### config.mk
export PLATFORM = sky130hd
export DESIGN_NAME = ffrps_page_table
export DESIGN_NICKNAME = d
export VERILOG_FILES = /design/src/rtl/ffrps_pkg.sv /design/src/rtl/ffrps_page_table.sv
export SDC_FILE = /design/constraint.sdc
export NUM_CORES = 1
export LEC_CHECK = 0
export BUFFER_PORTS_ARGS = -buffer_cell sky130_fd_sc_hd__clkbuf_2
export CORE_MARGIN = 8
export CORE_UTILIZATION = 60
export CTS_BUF_LIST = sky130_fd_sc_hd__clkbuf_8
export CTS_CLUSTER_DIAMETER = 100
export DETAILED_ROUTE_END_ITERATION = 8
export PLACE_DENSITY_LB_ADDON = 0.15
export RECOVER_POWER = 50
export SLEW_MARGIN = 25
export SYNTH_ARGS = -nofsm -noshare
export SYNTH_HDL_FRONTEND = slang
export SYNTH_SLANG_ARGS = --single-unit
### constraint.sdc
create_clock -name clk_i -period 3.8 [get_ports clk_i]
set_clock_uncertainty 0.2 [all_clocks]
set_input_delay 0.76 -clock clk_i [delete_from_list [all_inputs] [get_ports clk_i]]
set_output_delay 0.76 -clock clk_i [all_outputs]
set_load 0.02 [all_outputs]
### src/rtl/ffrps_pkg.sv
// ffrps_pkg: shared types and constants for the first-fit record page store
// depends on nothing; used by ffrps_page_table and the top level
package ffrps_pkg;

  // width of the signed free-space count kept per page
  localparam int unsigned FS_W = 18;

  // bytes reserved at the head of each page, and per record slot
  localparam int unsigned HEADER_BYTES  = 16;
  localparam int unsigned SLOT_OVERHEAD = 4;

  // reset value of the page size register
  localparam logic [15:0] PAGE_SIZE_RST = 16'd4096;

  // encodings of "none" on the result index ports
  localparam logic [4:0] PAGE_NONE = 5'h1F;
  localparam logic [5:0] SLOT_NONE = 6'h3F;

  typedef enum logic [1:0] {
    KIND_INSERT = 2'd0,
    KIND_SEARCH = 2'd1,
    KIND_STATUS = 2'd2
  } kind_e;

  typedef enum logic [1:0] {
    RES_OK        = 2'd0,
    RES_NOT_FOUND = 2'd1,
    RES_FULL      = 2'd2
  } res_e;

endpackage

### src/rtl/ffrps_page_table.sv
// ffrps_page_table: per-page free space memory and record counters
// one write port and one registered read port; uses ffrps_pkg
module ffrps_page_table #(
  parameter int unsigned MAX_PAGES      = 16,
  parameter int unsigned SLOTS_PER_PAGE = 32
) (
  input  logic                                          clk_i,
  input  logic                                          rst_ni,
  input  logic [(MAX_PAGES > 1 ? $clog2(MAX_PAGES) : 1)-1:0] rd_addr_i,
  input  logic                                          we_i,
  input  logic [(MAX_PAGES > 1 ? $clog2(MAX_PAGES) : 1)-1:0] wr_addr_i,
  input  logic signed [ffrps_pkg::FS_W-1:0]             wr_free_i,
  input  logic [$clog2(SLOTS_PER_PAGE+1)-1:0]           wr_count_i,
  output logic signed [ffrps_pkg::FS_W-1:0]             rd_free_o,
  output logic [$clog2(SLOTS_PER_PAGE+1)-1:0]           rd_count_o
);

  localparam int unsigned RCW = $clog2(SLOTS_PER_PAGE + 1);

  // free space: written before it is ever read, so no reset
  logic signed [ffrps_pkg::FS_W-1:0] free_mem [MAX_PAGES];
  // record counts start at zero
  logic [RCW-1:0] count_q [MAX_PAGES];

  always_ff @(posedge clk_i) begin
    if (we_i) begin
      free_mem[wr_addr_i] <= wr_free_i;
    end
    rd_free_o <= free_mem[rd_addr_i];
  end

  always_ff @(posedge clk_i or negedge rst_ni) begin
    if (!rst_ni) begin
      for (int i = 0; i < int'(MAX_PAGES); i++) begin
        count_q[i] <= '0;
      end
      rd_count_o <= '0;
    end else begin
      if (we_i) begin
        count_q[wr_addr_i] <= wr_count_i;
      end
      rd_count_o <= count_q[rd_addr_i];
    end
  end

endmodule

==> summary.md, run 1 <==
| Metric | Value |
|---|---|
| Crit path arrival time | 2.50 ns |
| Die width | 178 microns |
| DRT iter0 DRCs | 626 |
| CTS Hold Bufs | 0 |
| Post-route antenna net violation count | 0 |
| Post-CTS Setup Bufs | 0 |
| Die ar. | 31,500 sq um |
| Placeable Area | 25,800 sq um |
| Min-delay src | count_q[79] |
| Drt pass-1 iters | 6 |
| CP Cell Sequence | clkbuf_1 -> nand2b_1 -> nor2_2 -> buf_12 -> mux2_2 |
| Routed wire per std cell | 25.6 microns |
| CTS tree | yes |
| Mapped Nets | 785 |
| CP top delay family | simple AND/OR/NAND/NOR gates |
| Mapped Area | 15,700 sq um |
| Synth unique cells | 25 |
| Initial Util | 60.6% |
| Yosys warns | 0 |
| Area grow syn2layout | 13.1% |
| Cell Rows | 59 |
| Leakage | 0.00643 uW |
| Synth Area in Compound Gates | 2.30% |
| Post-synthesis cell count | 750 |
| Hold Violations, Final | 0 |
| Relative max-transition margin | -13.6% |
| RSZ-0062 raised after global routing | no |
| Ys flop type | edfxtp_1 |
| Main combinational cell family by area after synthesis | multiplexers |
| Max-cap violations | 1 |
| Finished Core Util | 68.5% |
| Post-synthesis mux area share | 20.9% |
| Peak VDD IR | 0.340 mV |
| Routed WL | 31.7 mm |
| PD cells | 543 nW/um^2 |
| Area fraction in and, or, nand and nor cells after synthesis | 1.52% |
| Maximum clock rate | 446 MHz |
| Path type of the worst min-delay path | reg2reg |
| Setup TNS Final | 0 ns |
| Die Ht | 178 microns |
| First-pass GRT wire length | 48.3 mm |
| Crit share post-route | 59.0% |
| CP max FO | 16 |
| DRC errors left | 0 |
| Crit-path slowest cell | nor2_2 |
| Final Critical Period | 2.24 ns |
| Post-synthesis register bit count | 408 |
| Gr ovfl total | 0 |
| Failing checks | max-capacitance violations, max-slew violations |
| Layout Cells excl Fill | 1,240 |
| R2R setup slack | 2.28 ns |
| Dpl hpwl | 18.2 mm |
| All-Layer GR Usage | 20.5% |
| CP required | 4.06 ns |
| Initial antenna violation count | 0 |
| Max clock buf depth | 3 |
| Final Max Tran Viols | 68 |
| Most common library cell in the layout ignoring fill and taps | edfxtp_1 |
| Layout net count | 891 |
| Most frequent cells in the layout | edfxtp_1 (288), dfrtp_1 (102), mux4_2 (96) |
| Root Driver | clkbuf_8 |
| Slew of the pin with the lowest slew margin | 1.70 ns |
| GPL Wtd Cong | 0.784 |
| Pin count of the biggest net entering global routing | 69 |
| Vias | 7,585 |
| XOR/XNOR Fraction of Synth Area | 0% |
| Clock Sink Count | 408 |
| Input/output buffers | 58 |
| Hold EP | count_q[79] |
| CTS buffer count | 61 |
| Cell count after placement | 1,128 |
| Ports | 59 |
| Post-synth ARST share | 25.0% |
| Mean number of vias per cell | 6.12 |
| Layout cells sized above 1 | 37.5% |
| Register area share after synthesis | 73.8% |
| Clock insertion delay at the later pin of the skew report | 0.58 ns |
| Antenna cell count | 0 |
| Clock slew at reported path FFs | 0.07 ns |
| Hold path cells | 1 |
| Mapped Avg Cell Area | 20.9 sq um |
| Worst-case reg-to-reg path depth | 3 |
| Post-synth EDFFs | 288 |
| Setup violators final | 0 |
| Endpoint class of the critical path | flip-flop |
| Reg2Reg Launch Point | free_mem[11][12] |
| Status | complete, but fails checks |
| WS Path Type | in2reg |
| Adder-cell share of the synthesized area | 0% |
| Setup crit start kind | input port |
| Sum of buffers and inverters on the critical path | 2 |
| Number of global-route vias before repair | 8,241 |
| Max stage delay on crit path | 0.71 ns |
| H-tree levels | 2 |
| Resized cells post-CTS | 0 |
| Capture point of the worst reg-to-reg path | rd_free_o[12] |
synth_stat cells, types with 3 or more instances:
cell type,number,area share [%]
mux4_2,96,14
inv_1,6,0.14
edfxtp_1,288,55
dfxtp_1,18,2.3
nand2_1,25,0.60
nor2_1,10,0.24
or3_1,4,0.16
dfrtp_1,102,16
buf_2,9,0.29
a22oi_1,48,2.3
mux2_4,6,0.58
mux2_2,77,5.5
buf_4,4,0.19
mux2_1,13,0.93
clkbuf_1,27,0.65
buf_1,3,0.072
how the worst max path moves through the flow:
stage / cells after the start / to / startpoint / slack, ns
5_1_grt: 5 / count_q[56] / wr_addr_i[0] / 1.52
6_report: 5 / count_q[57] / wr_addr_i[0] / 1.56
2_1_floorplan: 3 / count_q[29] / wr_addr_i[2] / 1.07
4_1_cts: 1 / rd_count_o[1] / rd_count_o[1] / 1.63
3_5_place_dp: 5 / count_q[56] / wr_addr_i[0] / 1.02
3_3_place_gp: 5 / free_mem[0][14] / wr_addr_i[3] / 1.03
routing by layer:
metal | vias up | global-route usage [%] | routed length (microns)
li1 | 3258 | - | -
met1 | 4042 | 28.1 | 13500
met2 | 244 | 33.6 | 15700
met3 | 41 | 4.02 | 1950
met4 | 0 | 5.80 | 555
met5 | - | 0 | 0
logic make-up after synthesis:
logic type / count (synthesis)
buffers and inverters: 51
muxes: 192
and+or+nand+nor: 51
AOI/OAI and AO/OA: 48
DFF: 408
power breakdown:
| group | switching (uW) | internal, uW |
|---|---|---|
| registers | 157 | 5120 |
| logic | 404 | 450 |
| clock network | 1570 | 1920 |
| total | 2130 | 7480 |
worst register-to-register path: cells and delay by family (launching register included):
kind	cells	cell delay [ns]
AND/OR/NAND/NOR	1	0.09
flip-flops	1	0.37
AO/OA/AOI/OAI	1	0.25
multiplexers	1	0.48
stage by stage:
step                worst slack, ns  cell area, sq um  total power (uW)  hold WS (ns)
global route                   1.52             17700              9960         0.314
detailed placement             1.02             16500              6230         0.275
finish                         1.56             17700              9620         0.288
CTS                            1.63             17800              9710        0.0822
global placement               1.03             16500              6180         0.268
floorplan                      1.07             15700              5900         0.259
layout make-up:
class | count | area, sq um
clock buffers | 79 | 1090
multi-input cells | 291 | 3880
fillers | 1647 | 8130
flip-flops and latches | 408 | 11600
well taps | 335 | 419
clock inverters | 33 | 156
repair buffers | 88 | 579
inverters | 6 | 22.5
flip-flops by register name (all words and copies together), names as in the netlist:
register	count
free_mem	288
count_q	96
rd_free_o	18
rd_count_o	6
Power figures use the tool's default switching activity.
==> inputs of run 2 (changes only) <==
==> constraint.sdc (replaced) <==
create_clock -name clk_i -period 2.2 [get_ports clk_i]
set_clock_uncertainty 0.2 [all_clocks]
set_input_delay 0.44 -clock clk_i [delete_from_list [all_inputs] [get_ports clk_i]]
set_output_delay 0.44 -clock clk_i [all_outputs]
set_load 0.02 [all_outputs]
==> summary.md, run 2 (synthesized netlist as in run 1, its figures left out) <==
| Metric | Value |
|---|---|
| DRC errors left | 0 |
| Die width | 178 microns |
| Relative max-transition margin | 35.8% |
| Area grow syn2layout | 14.9% |
| Number of global-route vias before repair | 8,491 |
| Initial antenna violation count | 1 |
| Critical path origin | wr_addr_i[1] |
| CP top delay family | buffers and inverters |
| Layout net count | 905 |
| Post-CTS Setup Bufs | 0 |
| CTS buffer count | 61 |
| Drt pass-1 iters | 5 |
| Max-cap violations | 0 |
| Vias | 7,687 |
| Sum of buffers and inverters on the critical path | 2 |
| Largest register FFs | 288 |
| Min-delay src | wr_count_i[1] |
| Max clock buf depth | 3 |
| CP required | 2.47 ns |
| Most common library cell in the layout ignoring fill and taps | edfxtp_1 |
| Top flop regs | free_mem: 288 flops, count_q: 96 flops, rd_free_o: 18 flops |
| Initial Util | 60.6% |
| Clock slew at reported path FFs | 0.06 ns |
| Post-route antenna net violation count | 0 |
| Largest reg by FF count | free_mem |
| Slew of the pin with the lowest slew margin | 0.963 ns |
| Resized cells post-CTS | 0 |
| Layout cells sized above 1 | 38.3% |
| Setup violators final | 0 |
| Hold Violations, Final | 0 |
| GPL Wtd Cong | 0.798 |
| Max stage delay on crit path | 0.74 ns |
| CTS Hold Bufs | 2 |
| Status | completed |
| Area of the multi-input gates | 3900 sq um |
| Clock Sink Count | 408 |
| Die Ht | 178 microns |
| Clock insertion delay at the later pin of the skew report | 0.59 ns |
| DRT iter0 DRCs | 545 |
| Gr ovfl total | 0 |
| Die ar. | 31,500 sq um |
| Path type of the worst min-delay path | in2reg |
| Endpoint class of the critical path | flip-flop |
| RSZ-0062 raised after global routing | no |
| Peak VDD IR | 0.843 mV |
| H-tree levels | 2 |
| Sw Pwr | 3640 uW |
| Setup crit start kind | input port |
| Dpl hpwl | 18.4 mm |
| Cell Rows | 59 |
| Crit path arrival time | 2.24 ns |
| Root Driver | clkbuf_8 |
| Maximum clock rate | 507 MHz |
| Hold slack | 0.116 ns |
| Reg area | 11,600 sq um |
| Placeable Area | 25,800 sq um |
| Final Cell Area | 18,000 sq um |
| PD cells | 913 nW/um^2 |
| Clock power frac | 35.4% |
| Pin count of the biggest net entering global routing | 103 |
| Sw frac | 22.2% |
| Pint | 12,800 uW |
| # fillers | 1,616 |
| All-Layer GR Usage | 20.9% |
| Crit share post-route | 89.7% |
| Area after DPL | 16,800 sq um |
| Combinational power share | 9.2% |
| WS Path Type | in2reg |
| Final Max Tran Viols | 0 |
| Routed wire per std cell | 24.9 microns |
| Leakage | 0.00656 uW |
| Antenna cell count | 0 |
| Input/output buffers | 58 |
| Most frequent cells in the layout | edfxtp_1 (288), dfrtp_1 (102), mux4_2 (96) |
| Final Critical Period | 1.97 ns |
| Reg2Reg Launch Point | free_mem[3][1] |
| CTS tree | yes |
| Ports | 59 |
| Mean number of vias per cell | 6.13 |
| Routed WL | 31.3 mm |
| CP Cell Sequence | clkbuf_1 -> nand2_1 -> nor2_2 -> clkbuf_2 -> mux2_2 |
| Seq pwr share | 55.4% |
| First-pass GRT wire length | 49.5 mm |
| Crit-path slowest cell | clkbuf_2 |
| CP max FO | 24 |
[run 2: changes by cell type in the layout (fill, tap and decap cells not counted), sizes merged]
cell / previous run / this run
buf: 30 / 41
clkinv: 13 / 5
clkbuf: 137 / 133
dlygate4sd3: 0 / 2
inv: 25 / 38
clkinvlp: 0 / 1
[run 2: per-stage QoR]
stage | util (%) | std cells | power, uW | worst slack (ns) | TNS, ns
finish | 69.6 | 1255 | 16400 | 0.226 | 0
detailed placement | 65.2 | 1140 | 10800 | 0.0215 | 0
global route | 69.6 | 1255 | 17100 | 0.209 | 0
global placement | 65.2 | 1140 | 10700 | 0.0507 | 0
CTS | 69.9 | 1255 | 16600 | 0.358 | 0
floorplan | - | 750 | 10200 | -0.214 | -19.68
[run 2: cell type report]
class	instances	share of cell area, %
Clock inverter	39	1.00
Clock buffer	74	5.66
Multi-Input combinational cell	291	21.7
Tap cell	335	2.33
Inverter	6	0.146
Timing Repair Buffer	102	4.94
Sequential cell	408	64.3
[run 2: worst register-to-register path: stages, from the launching register on]
cell	delay, ns
edfxtp_1	0.37
mux4_2	0.47
a22oi_1	0.31
nand2_1	0.10
[run 2: routing by layer]
layer / global-route usage, % / share of wire [%] / up-vias / wire (microns)
met3: 4.47 / 6.1 / 65 / 1900
met4: 6.53 / 2.3 / 2 / 721
met1: 27.9 / 42 / 4083 / 13100
met2: 34.2 / 50 / 249 / 15600
met5: 0 / 0.038 / - / 12
li1: - / - / 3288 / -
[run 2: path summary, 6_finish.rpt]
kind | end | slack, ns | depth (start not counted)
max in group asynchronous | count_q[5] | 1.08 | 3
min reg2reg | count_q[79] | 0.29 | 1
max | count_q[26] | 0.23 | 5
min in group asynchronous | count_q[15] | 0.29 | 3
min | count_q[79] | 0.12 | 2
max reg2reg | rd_free_o[1] | 0.64 | 3
[run 2: power by group through the flow]
stage	Sequential, uW	Combinational (uW)	Clock (uW)
2_1_floorplan	9230	965	0
3_3_place_gp	9200	1480	0
3_5_place_dp	9250	1540	0
4_1_cts	9100	1550	5950
5_1_grt	9160	1640	6310
6_report	9110	1510	5810
==> inputs of run 3 (changes only) <==
==> constraint.sdc (replaced) <==
create_clock -name clk_i -period 2 [get_ports clk_i]
set_clock_uncertainty 0.2 [all_clocks]
set_input_delay 0.4 -clock clk_i [delete_from_list [all_inputs] [get_ports clk_i]]
set_output_delay 0.4 -clock clk_i [all_outputs]
set_load 0.02 [all_outputs]
==> summary.md, run 3 (synthesized netlist as in run 1, its figures left out) <==
| Metric | Value |
|---|---|
| Hold path cells | 2 |
| Clock Sink Count | 408 |
| CP Cell Sequence | clkbuf_2 |
| Max clock buf depth | 3 |
| GPL Wtd Cong | 0.764 |
| Initial antenna violation count | 1 |
| WS Path Type | reg2out |
| Crit path arrival time | 1.16 ns |
| Sum of buffers and inverters on the critical path | 1 |
| Min-delay src | wr_count_i[1] |
| Dpl hpwl | 20.4 mm |
| Largest reg by FF count | free_mem |
| Most frequent cells in the layout | edfxtp_1 (288), dfrtp_1 (102), mux4_2 (96) |
| Status | completed |
| Hold Violations, Final | 0 |
| Reg area | 11,600 sq um |
| Vias | 7,888 |
| DRT iter0 DRCs | 608 |
| Die Ht | 178 microns |
| Routed WL | 32.8 mm |
| Critical path origin | rd_free_o[16] |
| Area of the multi-input gates | 3890 sq um |
| Cell Rows | 59 |
| Final worst-path setup slack | 0.237 ns |
| Max stage delay on crit path | 0.37 ns |
| Path type of the worst min-delay path | in2reg |
| Setup violators final | 0 |
| Relative max-transition margin | 53.1% |
| Leakage | 0.00674 uW |
| Initial Util | 60.6% |
| CTS Hold Bufs | 12 |
| Placeable Area | 25,800 sq um |
| Layout cells sized above 1 | 40.0% |
| CTS buffer count | 60 |
| Routed wire per std cell | 25.3 microns |
| Clock slew at reported path FFs | 0.07 ns |
| Final Critical Period | 1.76 ns |
| Most common library cell in the layout ignoring fill and taps | edfxtp_1 |
| Met3 Usage GRT | 3.98% |
| Reg2Reg Launch Point | count_q[29] |
| Drt pass-1 iters | 5 |
| Layout net count | 948 |
| Crit share post-route | 88.2% |
| Die width | 178 microns |
| Final Max Tran Viols | 0 |
| Gr ovfl total | 0 |
| Post-route antenna net violation count | 0 |
| Maximum clock rate | 567 MHz |
| Setup crit start kind | flip-flop |
| All-Layer GR Usage | 21.7% |
| H-tree levels | 2 |
| DRC errors left | 0 |
| PD cells | 1000 nW/um^2 |
| Clock insertion delay at the later pin of the skew report | 0.60 ns |
| Worst-case reg-to-reg path depth | 3 |
| Area grow syn2layout | 18.2% |
| Root Driver | clkbuf_8 |
| Max-cap violations | 0 |
| Pin count of the biggest net entering global routing | 44 |
| Ports | 59 |
| Number of cells on the critical path | 1 |
| First-pass GRT wire length | 51.1 mm |
| Dpl ws | -0.148 ns |
| RSZ-0062 raised after global routing | no |
| Finished Core Util | 71.6% |
| Resized cells post-CTS | 0 |
| GR peak layer | met2 |
| CP required | 1.40 ns |
| Number of global-route vias before repair | 8,729 |
| Pwr Total | 18,500 uW |
| Largest register FFs | 288 |
| Peak VDD IR | 1.03 mV |
| Top flop regs | free_mem: 288 flops, count_q: 96 flops, rd_free_o: 18 flops |
| Mean number of vias per cell | 6.07 |
| M1 GR Usage | 28.8% |
| Input/output buffers | 58 |
| GR Layer Usage met2 | 36.9% |
| CP top delay family | flip-flops |
| Crit-path slowest cell | dfxtp_1 |
| Endpoint class of the critical path | primary output |
| # fillers | 1,588 |
| CTS tree | yes |
| Die ar. | 31,500 sq um |
| Slew of the pin with the lowest slew margin | 0.702 ns |
| CP max FO | 1 |
| Post-CTS Setup Bufs | 0 |
[run 3: changes by cell type in the layout (fill, tap and decap cells not counted), sizes merged, moves of 3 or more]
cell         before  now
clkinvlp          1    5
clkinv            5   15
buf              41   67
clkbuf          133  137
inv              38   25
dlygate4sd3       2   12
bufinv            1    4
[run 3: final timing paths]
path / slack, ns / end
setup reg to reg: 0.49 / rd_count_o[5]
setup / recovery: 0.24 / rd_free_o[16]
max in group asynchronous: 0.29 / count_q[59]
hold / removal: 0.07 / count_q[85]
hold reg to reg: 0.29 / count_q[80]
min in group asynchronous: 0.19 / count_q[21]
[run 3: metal layers]
| metal | share of wire [%] | up-vias | routed length [microns] |
|---|---|---|---|
| met1 | 41 | 4180 | 13400 |
| met2 | 51 | 272 | 16900 |
| li1 | - | 3385 | - |
| met5 | 0 | - | 0 |
| met3 | 6.0 | 51 | 1960 |
| met4 | 1.7 | 0 | 551 |
[run 3: area by class of cell]
| type | count | area share (%) |
|---|---|---|
| Multi-Input combinational cell | 291 | 21.0 |
| Inverter | 6 | 0.223 |
| Clock inverter | 43 | 1.58 |
| Sequential cell | 408 | 62.5 |
| Clock buffer | 70 | 5.21 |
| Antenna cell | 1 | 0.0135 |
| Timing Repair Buffer | 146 | 7.21 |
| Tap cell | 335 | 2.27 |
[run 3: per-stage QoR]
stage / area, sq um / hold slack (ns) / TNS (ns) / std cells
global placement: 17200 / 0.140 / -2.56 / 1174
detailed placement: 17200 / 0.149 / -6.83 / 1174
floorplan: 15700 / -0.0956 / -50.86 / 750
CTS: 18600 / 0.00120 / 0 / 1299
global route: 18500 / 0.0579 / 0 / 1300
finish: 18500 / 0.0717 / 0 / 1300
[run 3: power by group]
group | switching [uW] | total [uW] | internal (uW)
combinational | 802 | 1730 | 932
clock | 3050 | 6770 | 3720
sequential | 291 | 10000 | 9720
